<file path="config.mk">
export PLATFORM = sky130hd
export DESIGN_NAME = region_masked_color_tint
export DESIGN_NICKNAME = d
export VERILOG_FILES = /design/src/hdl/rmct_pkg.sv /design/src/hdl/rmct_cfg.sv /design/src/hdl/rmct_pos.sv /design/src/hdl/rmct_blend.sv /design/src/hdl/region_masked_color_tint.sv
export SDC_FILE = /design/constraint.sdc
export NUM_CORES = 1
export LEC_CHECK = 0
export BUFFER_PORTS_ARGS = -buffer_cell sky130_fd_sc_hd__buf_2
export CORE_AREA = 2 2 210 212
export DETAILED_ROUTE_END_ITERATION = 16
export DIE_AREA = 0 0 212 214
export PLACE_DENSITY_LB_ADDON = 0.1
export SLEW_MARGIN = 20
export SYNTH_ARGS = -nofsm -noshare
export SYNTH_HDL_FRONTEND = slang
export SYNTH_HIERARCHICAL = 1
export SYNTH_SLANG_ARGS = --single-unit
</file>
<file path="constraint.sdc">
create_clock -name clk_i -period 7.4 [get_ports clk_i]
set_input_delay 0.74 -clock clk_i [delete_from_list [all_inputs] [get_ports clk_i]]
set_output_delay 0.74 -clock clk_i [all_outputs]
set_load 0.005 [all_outputs]
</file>
<file path="src/hdl/rmct_pkg.sv">
package rmct_pkg;

  // default geometry parameters
  localparam int unsigned DIM_BITS_DEF      = 12;
  localparam int unsigned BAND_ROWS_DEF     = 12;
  localparam int unsigned STRIP_HALF_DEF    = 20;

  // configuration port
  localparam int unsigned CFG_IDX_W  = 3;
  localparam int unsigned CFG_DATA_W = 32;
  localparam int unsigned SIZE_W     = 13;
  localparam int unsigned THIRD_W    = 12;
  localparam int unsigned WEIGHT_W   = 9;
  localparam int unsigned MODE_W     = 3;

  // register indexes
  localparam logic [CFG_IDX_W-1:0] REG_FRAME_WIDTH  = 3'd0;
  localparam logic [CFG_IDX_W-1:0] REG_FRAME_HEIGHT = 3'd1;
  localparam logic [CFG_IDX_W-1:0] REG_EFFECT_MODE  = 3'd2;
  localparam logic [CFG_IDX_W-1:0] REG_BLEND_WEIGHT = 3'd3;
  localparam logic [CFG_IDX_W-1:0] REG_TINT_COLOR   = 3'd4;

  // region modes
  localparam logic [MODE_W-1:0] MODE_FULL     = 3'd0;
  localparam logic [MODE_W-1:0] MODE_TOP_HALF = 3'd1;
  localparam logic [MODE_W-1:0] MODE_ROW_BAND = 3'd2;
  localparam logic [MODE_W-1:0] MODE_STRIP    = 3'd3;
  localparam logic [MODE_W-1:0] MODE_NONE     = 3'd4;

  // reset values
  localparam logic [SIZE_W-1:0]   WIDTH_RST  = 13'd640;
  localparam logic [SIZE_W-1:0]   HEIGHT_RST = 13'd480;
  localparam logic [THIRD_W-1:0]  THIRD_RST  = 12'd160;
  localparam logic [WEIGHT_W-1:0] WEIGHT_ONE = 9'd256;

  // reciprocal of three, exact for 13-bit values
  localparam logic [THIRD_W-1:0] RECIP3     = 12'd2731;
  localparam int unsigned        RECIP3_SHR = 13;

  typedef struct packed {
    logic [7:0] red_in;
    logic [7:0] green_in;
    logic [7:0] blue_in;
    logic [7:0] alpha_in;
  } pix_in_t;

  typedef struct packed {
    logic [7:0] red_out;
    logic [7:0] green_out;
    logic [7:0] blue_out;
    logic [7:0] alpha_out;
    logic       frame_end;
  } pix_out_t;

  typedef struct packed {
    logic [SIZE_W-1:0]   frame_width;
    logic [SIZE_W-1:0]   frame_height;
    logic [THIRD_W-1:0]  height_third;
    logic [MODE_W-1:0]   effect_mode;
    logic [WEIGHT_W-1:0] blend_weight;
    logic [7:0]          tint_red;
    logic [7:0]          tint_green;
    logic [7:0]          tint_blue;
  } cfg_t;

  // p + (c - p) * a / 256, same as (p*(256-a) + c*a) >> 8
  function automatic logic [7:0] mix_channel(input logic [7:0] p, input logic [7:0] c,
                                             input logic [WEIGHT_W-1:0] a);
    logic signed [9:0]  diff;
    logic signed [9:0]  wgt;
    logic signed [19:0] prod;
    logic signed [19:0] sum;
    diff = $signed({2'b00, c}) - $signed({2'b00, p});
    wgt  = $signed({1'b0, a});
    prod = 20'(diff) * 20'(wgt);
    sum  = $signed({4'b0000, p, 8'h00}) + prod;
    return sum[15:8];
  endfunction

endpackage

</file>
<file path="src/hdl/rmct_cfg.sv">
module rmct_cfg #(
  parameter int unsigned DIM_BITS = rmct_pkg::DIM_BITS_DEF
) (
  input  logic                             clk_i,
  input  logic                             rst_ni,
  input  logic                             cfg_we_i,
  input  logic [rmct_pkg::CFG_IDX_W-1:0]   cfg_idx_i,
  input  logic [rmct_pkg::CFG_DATA_W-1:0]  cfg_data_i,
  output rmct_pkg::cfg_t                   cfg_o
);

  localparam logic [31:0] DIM_MAX = 32'(1) << DIM_BITS;

  rmct_pkg::cfg_t cfg_q, cfg_d;
  logic [rmct_pkg::SIZE_W-1:0]   size_raw, size_clamp;
  logic [rmct_pkg::WEIGHT_W-1:0] wgt_raw;
  logic [24:0]                   third_prod;

  // size clamp shared by width and height writes
  always_comb begin
    size_raw = cfg_data_i[rmct_pkg::SIZE_W-1:0];
    if (size_raw == '0) begin
      size_clamp = rmct_pkg::SIZE_W'(1);
    end else if ({19'd0, size_raw} > DIM_MAX) begin
      size_clamp = DIM_MAX[rmct_pkg::SIZE_W-1:0];
    end else begin
      size_clamp = size_raw;
    end
    third_prod = 25'(size_clamp) * 25'(rmct_pkg::RECIP3);
    wgt_raw    = cfg_data_i[rmct_pkg::WEIGHT_W-1:0];
  end

  // register decode
  always_comb begin
    cfg_d = cfg_q;
    if (cfg_we_i) begin
      unique case (cfg_idx_i)
        rmct_pkg::REG_FRAME_WIDTH: begin
          cfg_d.frame_width = size_clamp;
        end
        rmct_pkg::REG_FRAME_HEIGHT: begin
          cfg_d.frame_height = size_clamp;
          cfg_d.height_third = third_prod[24:rmct_pkg::RECIP3_SHR];
        end
        rmct_pkg::REG_EFFECT_MODE: begin
          cfg_d.effect_mode = cfg_data_i[rmct_pkg::MODE_W-1:0];
        end
        rmct_pkg::REG_BLEND_WEIGHT: begin
          cfg_d.blend_weight = (wgt_raw > rmct_pkg::WEIGHT_ONE) ? rmct_pkg::WEIGHT_ONE
                                                                : wgt_raw;
        end
        rmct_pkg::REG_TINT_COLOR: begin
          cfg_d.tint_red   = cfg_data_i[31:24];
          cfg_d.tint_green = cfg_data_i[23:16];
          cfg_d.tint_blue  = cfg_data_i[15:8];
        end
        default: begin
          cfg_d = cfg_q;
        end
      endcase
    end
  end

  always_ff @(posedge clk_i or negedge rst_ni) begin
    if (!rst_ni) begin
      cfg_q.frame_width  <= rmct_pkg::WIDTH_RST;
      cfg_q.frame_height <= rmct_pkg::HEIGHT_RST;
      cfg_q.height_third <= rmct_pkg::THIRD_RST;
      cfg_q.effect_mode  <= rmct_pkg::MODE_FULL;
      cfg_q.blend_weight <= '0;
      cfg_q.tint_red     <= '0;
      cfg_q.tint_green   <= '0;
      cfg_q.tint_blue    <= '0;
    end else begin
      cfg_q <= cfg_d;
    end
  end

  assign cfg_o = cfg_q;

endmodule

</file>
<file path="src/hdl/rmct_pos.sv">
module rmct_pos #(
  parameter int unsigned DIM_BITS         = rmct_pkg::DIM_BITS_DEF,
  parameter int unsigned BAND_ROWS        = rmct_pkg::BAND_ROWS_DEF,
  parameter int unsigned STRIP_HALF_WIDTH = rmct_pkg::STRIP_HALF_DEF
) (
  input  logic           clk_i,
  input  logic           rst_ni,
  input  rmct_pkg::cfg_t cfg_i,
  input  logic           step_i,
  output logic           tint_o,
  output logic           last_o
);

  localparam int unsigned CW = (DIM_BITS > rmct_pkg::SIZE_W) ? DIM_BITS : rmct_pkg::SIZE_W;
  localparam int unsigned RW = CW + 2;

  logic [DIM_BITS-1:0] col_q, col_d, row_q, row_d;
  logic [CW-1:0]       col_x, row_x, width_last, height_last, h_half, h_third;
  logic [CW:0]         band_hi;
  logic signed [RW-1:0] x_s, w_half_s, strip_lo, strip_hi;
  logic                last_col, last_row;

  // end of row and end of frame, also when a size shrank under the counters
  always_comb begin
    col_x       = CW'(col_q);
    row_x       = CW'(row_q);
    width_last  = CW'(cfg_i.frame_width - rmct_pkg::SIZE_W'(1));
    height_last = CW'(cfg_i.frame_height - rmct_pkg::SIZE_W'(1));
    last_col    = col_x >= width_last;
    last_row    = row_x >= height_last;
  end

  // region bounds
  always_comb begin
    h_half   = CW'(cfg_i.frame_height >> 1);
    h_third  = CW'(cfg_i.height_third);
    band_hi  = (CW + 1)'(h_third) + (CW + 1)'(BAND_ROWS);
    x_s      = $signed(RW'(col_q));
    w_half_s = $signed(RW'(cfg_i.frame_width >> 1));
    strip_lo = w_half_s - $signed(RW'(STRIP_HALF_WIDTH));
    strip_hi = w_half_s + $signed(RW'(STRIP_HALF_WIDTH));
  end

  // region select
  always_comb begin
    unique case (cfg_i.effect_mode)
      rmct_pkg::MODE_FULL:     tint_o = 1'b1;
      rmct_pkg::MODE_TOP_HALF: tint_o = row_x < h_half;
      rmct_pkg::MODE_ROW_BAND: tint_o = (row_x > h_third) && ((CW + 1)'(row_x) < band_hi);
      rmct_pkg::MODE_STRIP:    tint_o = (x_s > strip_lo) && (x_s < strip_hi);
      rmct_pkg::MODE_NONE:     tint_o = 1'b0;
      default:                 tint_o = 1'b0;
    endcase
  end

  assign last_o = last_col && last_row;

  // raster counters
  always_comb begin
    col_d = col_q;
    row_d = row_q;
    if (step_i) begin
      if (last_col) begin
        col_d = '0;
        row_d = last_row ? '0 : row_q + DIM_BITS'(1);
      end else begin
        col_d = col_q + DIM_BITS'(1);
      end
    end
  end

  always_ff @(posedge clk_i or negedge rst_ni) begin
    if (!rst_ni) begin
      col_q <= '0;
      row_q <= '0;
    end else begin
      col_q <= col_d;
      row_q <= row_d;
    end
  end

endmodule

</file>
<file path="src/hdl/rmct_blend.sv">
module rmct_blend (
  input  logic              clk_i,
  input  logic              rst_ni,
  input  rmct_pkg::cfg_t    cfg_i,
  input  logic              pix_valid_i,
  input  rmct_pkg::pix_in_t pix_i,
  input  logic              tint_i,
  input  logic              last_i,
  output logic              ready_o,
  output logic              out_valid_o,
  input  logic              out_stall_i,
  output rmct_pkg::pix_out_t out_data_o
);

  logic               out_valid_q;
  rmct_pkg::pix_out_t out_q, out_d;

  // output register frees when empty or taken
  assign ready_o = !out_valid_q || !out_stall_i;

  // per-channel mix toward the tint
  always_comb begin
    out_d.alpha_out = pix_i.alpha_in;
    out_d.frame_end = last_i;
    if (tint_i) begin
      out_d.red_out   = rmct_pkg::mix_channel(pix_i.red_in, cfg_i.tint_red, cfg_i.blend_weight);
      out_d.green_out = rmct_pkg::mix_channel(pix_i.green_in, cfg_i.tint_green,
                                              cfg_i.blend_weight);
      out_d.blue_out  = rmct_pkg::mix_channel(pix_i.blue_in, cfg_i.tint_blue,
                                              cfg_i.blend_weight);
    end else begin
      out_d.red_out   = pix_i.red_in;
      out_d.green_out = pix_i.green_in;
      out_d.blue_out  = pix_i.blue_in;
    end
  end

  always_ff @(posedge clk_i or negedge rst_ni) begin
    if (!rst_ni) begin
      out_valid_q <= 1'b0;
    end else if (ready_o) begin
      out_valid_q <= pix_valid_i;
    end
  end

  always_ff @(posedge clk_i) begin
    if (ready_o && pix_valid_i) begin
      out_q <= out_d;
    end
  end

  assign out_valid_o = out_valid_q;
  assign out_data_o  = out_q;

endmodule

</file>
<file path="src/hdl/region_masked_color_tint.sv">
// an accepted word is held in the input register, then in the result register that drives the output
// throughput: one word per cycle; the input register and the result register
// form a two-stage pipeline that stalls only when the output word is not taken
// reset: asynchronous, active low; clears the counters, the pipeline valid bits
// and loads the register defaults (640 x 480, whole frame, weight zero)
module region_masked_color_tint #(
  parameter int unsigned DIM_BITS         = rmct_pkg::DIM_BITS_DEF,
  parameter int unsigned BAND_ROWS        = rmct_pkg::BAND_ROWS_DEF,
  parameter int unsigned STRIP_HALF_WIDTH = rmct_pkg::STRIP_HALF_DEF
) (
  input  logic                            clk_i,
  input  logic                            rst_ni,
  input  logic                            cfg_we_i,
  input  logic [rmct_pkg::CFG_IDX_W-1:0]  cfg_idx_i,
  input  logic [rmct_pkg::CFG_DATA_W-1:0] cfg_data_i,
  input  logic                            in_valid_i,
  output logic                            in_stall_o,
  input  rmct_pkg::pix_in_t               in_data_i,
  output logic                            out_valid_o,
  input  logic                            out_stall_i,
  output rmct_pkg::pix_out_t              out_data_o
);

  rmct_pkg::cfg_t    cfg;
  rmct_pkg::pix_in_t s1_pix_q;
  logic              s1_valid_q, s1_tint_q, s1_last_q;
  logic              tint, last, s2_ready, in_accept, s1_load;

  rmct_cfg #(
    .DIM_BITS(DIM_BITS)
  ) u_cfg (
    .clk_i     (clk_i),
    .rst_ni    (rst_ni),
    .cfg_we_i  (cfg_we_i),
    .cfg_idx_i (cfg_idx_i),
    .cfg_data_i(cfg_data_i),
    .cfg_o     (cfg)
  );

  rmct_pos #(
    .DIM_BITS        (DIM_BITS),
    .BAND_ROWS       (BAND_ROWS),
    .STRIP_HALF_WIDTH(STRIP_HALF_WIDTH)
  ) u_pos (
    .clk_i (clk_i),
    .rst_ni(rst_ni),
    .cfg_i (cfg),
    .step_i(in_accept),
    .tint_o(tint),
    .last_o(last)
  );

  // input stage holds while the result stage is blocked
  assign s1_load    = !s1_valid_q || s2_ready;
  assign in_stall_o = !s1_load;
  assign in_accept  = in_valid_i && s1_load;

  always_ff @(posedge clk_i or negedge rst_ni) begin
    if (!rst_ni) begin
      s1_valid_q <= 1'b0;
    end else if (s1_load) begin
      s1_valid_q <= in_valid_i;
    end
  end

  always_ff @(posedge clk_i) begin
    if (in_accept) begin
      s1_pix_q  <= in_data_i;
      s1_tint_q <= tint;
      s1_last_q <= last;
    end
  end

  rmct_blend u_blend (
    .clk_i      (clk_i),
    .rst_ni     (rst_ni),
    .cfg_i      (cfg),
    .pix_valid_i(s1_valid_q),
    .pix_i      (s1_pix_q),
    .tint_i     (s1_tint_q),
    .last_i     (s1_last_q),
    .ready_o    (s2_ready),
    .out_valid_o(out_valid_o),
    .out_stall_i(out_stall_i),
    .out_data_o (out_data_o)
  );

endmodule

</file>
==> Word-level counts from Yosys, hierarchy flattened <==
Cells that the tools add are included.
{ "op_classes": {"n_eq_ne": 7, "reduce_logical": 20, "addsub": 13, "n_mux": 7, "multipliers": 4, "n_lt_le_gt_ge": 9} }
{ "op_table": {"columns": ["cell", "count"], "rows": [
  ["16-bit adder", 3],
  ["9-bit by 10-bit multiplier with 16-bit output", 3],
  ["8-bit by 8-bit subtractor with 9-bit output", 3],
  ["12-bit by 13-bit greater-or-equal comparator with 1-bit output", 2],
  ["13-bit two-way mux", 2],
  ["13-bit by 1-bit subtractor with 13-bit output (second input constant)", 2],
  ["13-bit by 12-bit multiplier with 25-bit output (second input constant)", 1],
  ["12-bit by 1-bit adder with 12-bit output (second input constant)", 2],
  ["12-bit two-way mux", 2],
  ["24-bit two-way mux", 1],
  ["13-bit by 15-bit greater-than comparator with 1-bit output", 1],
  ["13-bit by 15-bit < comparator with 1-bit output", 1],
  ["12-bit by 14-bit < comparator with 1-bit output", 1],
  ["12-bit by 4-bit adder with 13-bit output (second input constant)", 1],
  ["12-bit by 5-bit adder with 13-bit output (second input constant)", 1],
  ["13-bit greater-than comparator (second input constant)", 1],
  ["13-bit logical NOT", 1],
  ["12-bit by 5-bit subtractor with 13-bit output (second input constant)", 1],
  ["3-bit by 2-bit equality test with 1-bit output (second input constant)", 4],
  ["12-bit greater-than comparator", 1],
  ["12-bit < comparator", 1],
  ["2-bit AND reduction", 6],
  ["9-bit greater-than comparator (second input constant)", 1],
  ["9-bit two-way mux", 1],
  ["other kinds (7)", 17]
]} }
{ "totals": {"in_bits": 72, "wordCells": 83, "output_inout_bits": 35, "register_bits": 167} }

==> Logic depth before layout (Yosys ltp) <==
Gate-level depths: netlist (run 1).
{ "depth": {"ltp_word": 5, "ltp_mapped": 27, "depth_no_buf": 26} }

==> By module <==
The synthesis (run 1) kept the hierarchy.
{ "modules_own_cells": {"columns": ["mod", "cells_each", "area_each_um2", "instances"], "rows": [
  ["rmct_blend", 1071, 9999.6, 1],
  ["rmct_cfg", 567, 5831.8, 1],
  ["rmct_pos", 486, 3991.3, 1],
  ["region_masked_color_tint", 39, 1078.5, 1]
]} }

==> Worst setup path before layout (run 1) <==
No wires, ideal clock.
{ "synth_timing": {"path_type": "register to register", "from": "reg s1_pix_q[20] (netlist name)", "to": "reg u_blend.out_q (netlist bit u_blend/out_data_o[24]) (data pin)", "setup_slack_ns": 0.731, "arrival_ns": 6.407, "synth_period_minus_slack_ns": 6.669, "setup_time_ns": 0.262, "path_buffers": 1, "stages_incl_launch_ff": 26, "t_required_ns": 7.138, "path_cell_list": "edfxtp_1 > inv_1 > ha_1 > and3_1 > a211oi_1 > a21oi_1 > xnor2_1 > nor2b_1 > fa_1 > inv_1 > fa_1 > inv_1 > fa_1 > fa_1 > inv_1 > fa_1 > inv_1 > ha_1 > clkbuf_1 > a21oi_1 > a21oi_1 > a2111oi_2 > o31ai_4 > xnor2_1 > xnor3_1 > mux2_1"} }
{ "synth_lines": {"columns": ["element", "line_no", "rtl"], "rows": [
  ["from (decl)", "region_masked_color_tint.sv:25", "rmct_pkg::pix_in_t s1_pix_q;"],
  ["from (signal assigned)", "region_masked_color_tint.sv:68", "s1_pix_q <= in_data_i;"],
  ["to (signal assigned)", "rmct_blend.sv:48", "out_q <= out_d;"],
  ["to (decl)", "rmct_blend.sv:16", "rmct_pkg::pix_out_t out_q, out_d;"]
]} }

==> results of run 1 <==
## registers in the layout, indices dropped and copies added (netlist names)
signal               cells
u_blend/out_valid_o      1
u_pos/row_q             12
s1_tint_q                1
u_pos/col_q             12
s1_pix_q                32
u_cfg/cfg_o             74
u_blend/out_data_o      33
s1_last_q                1
s1_valid_q               1
## cell families (layout without fill, tap and decap cells)
kind of cell,count (synthesis),count (layout),synth area share (%)
mux,44,44,2.32
compound gates,284,284,9.29
other cells,1,1,0.0179
xor+xnor,114,114,5.06
buf+inv,424,535,7.78
flops,167,167,21.6
simple gates,623,623,15.8
fa+ha+maj,506,506,38.0
## layout make-up
class / instances / area, sq um
flip-flops and latches: 167 / 4520
well taps: 585 / 732
multi-input cells: 1572 / 14800
repair buffers: 131 / 721
clock buffers: 17 / 425
inverters: 372 / 1400
fillers: 3933 / 20100
clock inverters: 15 / 205
## routing by layer
metal	wire, um	track usage [%]
met3	1550	3.89
met5	13	0
met1	22600	31.0
met2	25200	40.2
met4	1530	8.87
## critical path, stage by stage (launching register included)
cell and delay, ns:
edfxtp_1 0.48, ha_1 0.24, fa_1 0.40, inv_1 0.07, a21o_1 0.13, a41o_1 0.23
o41a_1 0.35, nor2_1 0.11, fa_1 0.56, inv_1 0.05, fa_1 0.53, inv_1 0.05
fa_1 0.50, fa_1 0.51, inv_1 0.05, fa_1 0.54, inv_1 0.05, ha_1 0.35
a21o_1 0.18, a221o_1 0.36, a21o_1 0.18, a41oi_1 0.23, xnor2_1 0.16, xnor3_1 0.23
mux2_2 0.26
## worst max-delay path by stage
stage,from,to,slack (ns),cells past startpoint
2_1_floorplan,s1_pix_q[20],u_blend/out_data_o[24],0.73,25
3_3_place_gp,s1_pix_q[24],u_blend/out_data_o[32],0.35,23
3_5_place_dp,s1_pix_q[24],u_blend/out_data_o[32],0.19,23
4_1_cts,s1_pix_q[24],u_blend/out_data_o[32],0.19,23
5_1_grt,s1_pix_q[24],u_blend/out_data_o[32],0.02,22
6_report,s1_pix_q[24],u_blend/out_data_o[32],0.37,24
## layout by cell type, fill, tap and decap left out, drive strengths merged, types with 6 or more instances in the layout
cell type and instances:
mux2i 9, xor2 30, o211ai 8, a21o 35
dfstp 8, fa 216, xnor2 81, inv 380
nand3 34, clkinv 6, and2 99, nand4 16
dfrtp 92, nor4 14, o21a 11, o21ai 83
nand2 184, o31ai 8, clkbuf 17, mux2 35
ha 290, and3 25, nor2 97, buf 131
nand2b 71, a21oi 59, a221o 13, a31oi 7
a211o 6, a211oi 11, nor2b 26, nor3 24
o2111ai 8, edfxtp 67
## per-stage QoR
step           area, sq um  util, %  worst slack [ns]  hold slack [ns]
2_1_floorplan        20900        -             0.731            0.400
4_1_cts              22800     53.1             0.192            0.215
5_1_grt              22800     53.1            0.0168            0.251
3_3_place_gp         22100     51.6             0.351            0.401
3_5_place_dp         22100     51.6             0.194            0.406
6_report             22800     53.1             0.367            0.228
## repair_timing
action                                  CTS  global route
hold buffers                              0             0
gates resized for setup                   0             3
endpoints found under the setup margin    0             2
==> run_results.csv, run 1 <==
group,metric,value,unit
detailed_routing,vias,15049,
setup_path,start_kind,"flop",
die,die_area,45400,sq um
finish,area_growth_syn_to_layout,9.00,%
job,cap_violations,0,
timing,hold_violations,0,
clocking,post-cts-setup-buffers,0,
detailed_routing,drc,0,
timing,drv_slew,0,
timing,slew_headroom,31.9,%
synth,synth-edff-count,67,
finish,diodes,0,
timing,fmax,142,MHz
global_routing,grt_overflow,0,
timing,worst_slew_pin_slew,1.02,ns
finish,nets,2839,
timing,rsz0062_at_grt,"no",
setup_path,regToRegStartpoint,"s1_pix_q[24]",
clocking,clockBufferDepth,2,
synth,synth_area_per_cell,9.66,sq um
timing,setup-violations-final,0,
die,die_w,212,um
clocking,cts_tree,"done",
global_routing,grt_pass1_wl,84.2,mm
detailed_routing,drt_first_iter_violations,744,
die,core-area,42900,sq um
synth,ys_seq_area_share,21.6,%
clocking,cts-htree-levels,4,
synth,ys.flop_type,"dfrtp_1",
timing,period_minus_slack,7.03,ns
clocking,cts_made_buffers,17,
die,start_util,48.7,%
timing,skew,0.0122,ns
worst_hold_path,min_path_type,"in -> async",
global_routing,antenna_found_initial,1,
setup_path,r2r_cells,24,
synth,syn_area,20900,sq um
setup_path,crit_fanout,9,
die,io_pins,107,
synth,synth_most_common_cell,"inv_1",
detailed_routing,drtPass1Iterations,5,
detailed_routing,antenna_left,0,
setup_path,crit_required,7.65,ns
setup_path,r2r_end,"u_blend/out_data_o[32]",
synth,async_flop_share,59.9,%
detailed_routing,avgViaCountPerCell,5.26,
placement,port_buffers,106,
global_routing,grt_max_degree,72,
setup_path,path_class,"reg -> reg",
setup_path,reg2reg_slack,0.37,ns
clocking,path_clk_slew,0.07,ns
timing,tns,0,ns
setup_path,setup.worst_path.end_class,"flop",
die,fp-row-count,76,
synth,synth_area_leaders,"fa_1, ha_1, dfrtp_1",
global_routing,grtUsageTotal,23.9,%
detailed_routing,wire_per_inst,17.8,um
synth,synth_top_area_share,20.7,%
synth,synth_top_area_cell,"fa_1",
setup_path,worstPathArrival,7.29,ns
clocking,cts_sinks,167,
synth,synth_common_cells,"inv_1, ha_1, fa_1, nand2_1, and2_1",
synth,ys_ff_latch,167,
finish,final_cells,2859,
placement,gp_congestion,0.880,
detailed_routing,routed_wl,50.9,mm
finish,drive_gt1_share,10.9,%
placement,dp_hpwl,40.3,mm
synth,yosysUniqueCellTypes,96,
global_routing,grt_pass1_vias,15775,
timing,min_period_over_period,95.0,%
synth,yosys_warnings,6,
synth,synth_nets,2741,
die,die_h,214,um
clocking,clockRootBuffer,"clkbuf_16",
status,outcome,"complete, no violations",
clocking,insertion_delay,0.50,ns
synth,synthCells,2163,
placement,dpl.cell_count,2827,
Power of run 1 is not shown: default switching activity piles up to over one toggle a cycle in this logic, so the estimate is an artifact.
==> run 2: changes to the inputs <==
Clock period 7.4 ns to 7.79 ns, I/O delays scaled along.
==> run 2 against run 1 <==
Compared with the run above: worst hold slack improved by 0.036 ns; clock skew rose by 0.0048 ns; fmax is 2.8% lower; non-clock buffer count fell by 3; die area unchanged; worst setup slack better by 0.19 ns; largest cell class unchanged; cell count about the same.
==> run_results.csv, run 2 (same netlist as run 1, synthesis figures left out) <==
group,metric,value,unit
finish,area_growth_syn_to_layout,8.76,%
detailed_routing,avgViaCountPerCell,5.27,
die,start_util,48.7,%
setup_path,crit_required,8.04,ns
clocking,cts-htree-levels,4,
finish,drive_gt1_share,10.7,%
clocking,insertion_delay,0.50,ns
setup_path,regToRegStartpoint,"s1_pix_q[24]",
global_routing,grt_pass1_vias,15905,
timing,worst_slew_pin_slew,1.04,ns
status,outcome,"complete, no violations",
finish,largest_register_ffs,74,
finish,nets,2836,
finish,fill_cells,4029,
detailed_routing,drt_first_iter_violations,680,
timing,drv_slew,0,
setup_path,r2r_end,"u_blend/out_data_o[32]",
clocking,path_clk_slew,0.07,ns
setup_path,crit_fanout,9,
setup_path,path_class,"reg -> reg",
timing,tns,0,ns
die,fp-row-count,76,
finish,mostFrequentLayoutCell,"inv_1",
die,die_w,212,um
clocking,ctsResizeCount,0,
die,io_pins,107,
global_routing,antenna_found_initial,2,
clocking,cts_tree,"done",
timing,hold_violations,0,
clocking,clockBufferDepth,2,
clocking,clockRootBuffer,"clkbuf_16",
timing,setup-violations-final,0,
finish,postLayoutCoreUtil,53.0,%
detailed_routing,vias,15053,
job,cap_violations,0,
setup_path,r2r_cells,23,
die,die_h,214,um
detailed_routing,routed_wl,50.1,mm
die,die_area,45400,sq um
clocking,cts_made_buffers,17,
worst_hold_path,min_path_type,"in -> async",
detailed_routing,drc,0,
clocking,cts_sinks,167,
clocking,post-cts-setup-buffers,0,
global_routing,grtUsageTotal,23.7,%
timing,min_period_over_period,92.9,%
setup_path,worstPathArrival,7.49,ns
finish,layout_common_cells,"inv_1, ha_1, fa_1, nand2_1, buf_2",
timing,fmax,138,MHz
global_routing,grt_max_degree,72,
detailed_routing,drtPass1Iterations,5,
detailed_routing,antenna_left,0,
detailed_routing,wire_per_inst,17.5,um
placement,port_buffers,106,
global_routing,grt_overflow,0,
global_routing,grt_pass1_wl,83.7,mm
timing,slew_headroom,30.2,%
setup_path,setup.worst_path.end_class,"flop",
clocking,cts_hold_buf,0,
placement,gp_congestion,0.905,
setup_path,start_kind,"flop",
setup_path,reg2reg_slack,0.56,ns
timing,rsz0062_at_grt,"no",
placement,dp_hpwl,39.5,mm
timing,skew,0.0170,ns
timing,period_minus_slack,7.23,ns
die,core-area,42900,sq um
run 2: cell type report:
| cell class | instances | area [sq um] | area share [%] |
|---|---|---|---|
| antenna | 1 | 2.50 | 0.0110 |
| clock buffer | 18 | 450 | 1.98 |
| clock inverter | 14 | 175 | 0.771 |
| inverter | 372 | 1400 | 6.14 |
| multi-input combinational | 1572 | 14800 | 64.9 |
| sequential | 167 | 4520 | 19.9 |
| tap | 585 | 732 | 3.22 |
| timing repair buffer | 128 | 698 | 3.07 |
run 2: per-layer routing:
metal	part of all wire, %	GRT usage [%]	vias up
met5	0.022	0	-
li1	-	-	7325
met1	45	31.1	7417
met4	2.5	8.00	2
met3	3.6	3.99	68
met2	49	39.6	241
run 2: worst max path at each step:
stage                  from                endpoint  cells past startpoint
2_1_floorplan  s1_pix_q[20]  u_blend/out_data_o[24]                     25
3_3_place_gp   s1_pix_q[24]  u_blend/out_data_o[32]                     23
3_5_place_dp   s1_pix_q[24]  u_blend/out_data_o[32]                     23
4_1_cts        s1_pix_q[24]  u_blend/out_data_o[32]                     23
5_1_grt        s1_pix_q[24]  u_blend/out_data_o[32]                     23
6_report       s1_pix_q[24]  u_blend/out_data_o[32]                     23
run 2: per-stage QoR:
stage,std cells,cell area [sq um],hold slack (ns),setup slack [ns]
2_1_floorplan,2163,20900,0.400,1.12
3_3_place_gp,2824,22100,0.401,0.687
3_5_place_dp,2824,22100,0.406,0.551
4_1_cts,2856,22700,0.257,0.550
5_1_grt,2856,22700,0.291,0.186
6_report,2857,22700,0.264,0.555
run 2: worst max-delay path: stages, from the launching register on:
cell	delay, ns
edfxtp_1	0.47
ha_1	0.24
fa_1	0.40
inv_1	0.07
a21o_1	0.12
a41o_1	0.23
nor2_1	0.07
xnor2_1	0.54
and2_1	0.24
fa_1	0.44
fa_1	0.53
fa_1	0.53
fa_1	0.54
inv_1	0.05
fa_1	0.53
inv_1	0.04
ha_1	0.32
and3_1	0.22
a221o_1	0.32
a21o_1	0.19
a41oi_1	0.25
xnor2_1	0.16
xnor3_1	0.23
mux2_2	0.26
Power of run 2 is left out for the same reason.
==> run 3: changes to the inputs <==
Clock period 7.79 ns to 6.15 ns, I/O delays scaled along.
==> run 3 against run 2 <==
Compared with the run above: the run now ends with setup timing left; fmax rose by 12%; first-iteration DRC count up 8.1%; final area grew 11%; critical path depth grew 3; worst setup slack worse by 0.87 ns; register-to-register slack got worse by 0.87 ns; global-route usage grew 0.98 points; non-clock buffer count up 201.
==> run_results.csv, run 3 (same netlist as run 1, synthesis figures left out) <==
group,metric,value,unit
timing,setup_slack,-0.312,ns
finish,area_growth_syn_to_layout,20.7,%
setup_path,crit_fanout,8,
detailed_routing,avgViaCountPerCell,5.23,
global_routing,grt_max_degree,58,
global_routing,grtUsageTotal,24.7,%
die,start_util,48.7,%
finish,layout_common_cells,"inv_1, ha_1, buf_4, fa_1, nand2_1",
timing,period_minus_slack,6.46,ns
die,fp-row-count,76,
status,outcome,"finished, violations left",
global_routing,grt_pass1_wl,87.9,mm
timing,hold_violations,0,
finish,fill_cells,3772,
clocking,path_clk_slew,0.07,ns
die,die_h,214,um
detailed_routing,drc,0,
setup_path,worstPathArrival,6.68,ns
job,cap_violations,0,
placement,port_buffers,106,
timing,skew,0.00870,ns
finish,multiInputGateArea,15700,sq um
finish,drive_gt1_share,24.4,%
clocking,cts_made_buffers,17,
placement,dp_hpwl,42.4,mm
die,core-area,42900,sq um
setup_path,start_kind,"flop",
finish,postLayoutCoreUtil,58.8,%
setup_path,setup.worst_path.end_class,"flop",
detailed_routing,routed_wl,53.5,mm
global_routing,grt_pass1_vias,17053,
global_routing,antenna_found_initial,1,
finish,mostFrequentLayoutCell,"inv_1",
setup_path,path_class,"reg -> reg",
status,violations,"setup timing",
timing,min_period_over_period,105,%
timing,drv_slew,0,
clocking,cts_sinks,167,
worst_hold_path,min_path_type,"in -> async",
die,die_area,45400,sq um
placement,place_area,23500,sq um
timing,setup-violations-final,11,
detailed_routing,drt_first_iter_violations,735,
global_routing,grt_overflow,0,
timing,rsz0062_at_grt,"yes",
clocking,clockBufferDepth,2,
detailed_routing,antenna_left,0,
finish,stdcell_area,25200,sq um
clocking,cts_tree,"done",
clocking,insertion_delay,0.46,ns
clocking,clockRootBuffer,"clkbuf_16",
placement,gp_congestion,0.894,
finish,final-seq-area,4520,sq um
finish,largest_register_ffs,74,
timing,fmax,155,MHz
setup_path,reg2reg_slack,-0.31,ns
finish,diodes,0,
finish,nets,3037,
clocking,cts_hold_buf,0,
clocking,cts-htree-levels,4,
die,io_pins,107,
die,die_w,212,um
timing,slew_headroom,36.3,%
detailed_routing,vias,15995,
detailed_routing,drtPass1Iterations,4,
setup_path,r2r_cells,26,
timing,worst_slew_pin_slew,0.956,ns
detailed_routing,wire_per_inst,17.5,um
setup_path,crit_required,6.37,ns
==> run 3: timing repair <==
item | 4_1_cts | 5_1_grt
pin swaps | 92 | 108
resized for setup | 76 | 96
endpoints found under the setup margin | 16 | 20
buffers inserted | 31 | 22
hold endpoints to repair | 0 | 0
==> run 3: final cells by class <==
cell class / instances / area share (%)
Clock buffer: 21 / 1.95
Clock inverter: 11 / 0.387
Timing Repair Buffer: 329 / 9.05
Inverter: 372 / 5.54
Multi-Input combinational cell: 1572 / 62.2
Sequential cell: 167 / 17.9
Tap cell: 585 / 2.90
==> run 3: final timing paths <==
check,from,end
min in group clk_i,in_data_i[29],s1_pix_q[29]
min reg2reg,s1_pix_q[2],u_blend/out_data_o[3]
min,rst_ni,u_pos/col_q[4]
max reg2reg,s1_pix_q[25],u_blend/out_data_o[32]
max in group asynchronous,rst_ni,u_cfg/cfg_o[10]
max,s1_pix_q[25],u_blend/out_data_o[32]
==> run 3: per-layer routing <==
metal	global-route usage, %	vias to the layer above	routed length, um
met5	0	-	13
met4	6.71	2	1030
met3	3.05	55	1540
met2	43.1	229	27100
met1	32.2	7977	23800
li1	-	7732	-
==> run 3: critical path, stage by stage (launching register included) <==
cell      delay [ns]
edfxtp_1        0.40
inv_1           0.10
ha_1            0.23
nor2b_4         0.13
o31a_1          0.33
buf_4           0.16
o22ai_4         0.11
xnor2_1         0.09
buf_4           0.16
and2_1          0.17
fa_1            0.50
inv_1           0.05
fa_1            0.47
inv_1           0.05
fa_1            0.45
fa_1            0.51
inv_2           0.04
fa_1            0.48
inv_2           0.05
ha_4            0.21
and3_4          0.16
a221o_1         0.33
a21o_1          0.19
a41oi_4         0.20
xnor2_1         0.15
xnor3_1         0.22
mux2_4          0.26
==> run 3: through the flow <==
step | TNS (ns) | instances | setup slack [ns] | hold slack, ns
floorplan | -0.212 | 2163 | -0.144 | 0.319
global placement | -4.06 | 2977 | -0.593 | 0.401
detailed placement | -4.75 | 2977 | -0.591 | 0.405
CTS | -1.83 | 3038 | -0.296 | 0.193
global route | -4.51 | 3057 | -0.487 | 0.221
finish | -1.35 | 3057 | -0.312 | 0.183
Power of run 3 is left out for the same reason.
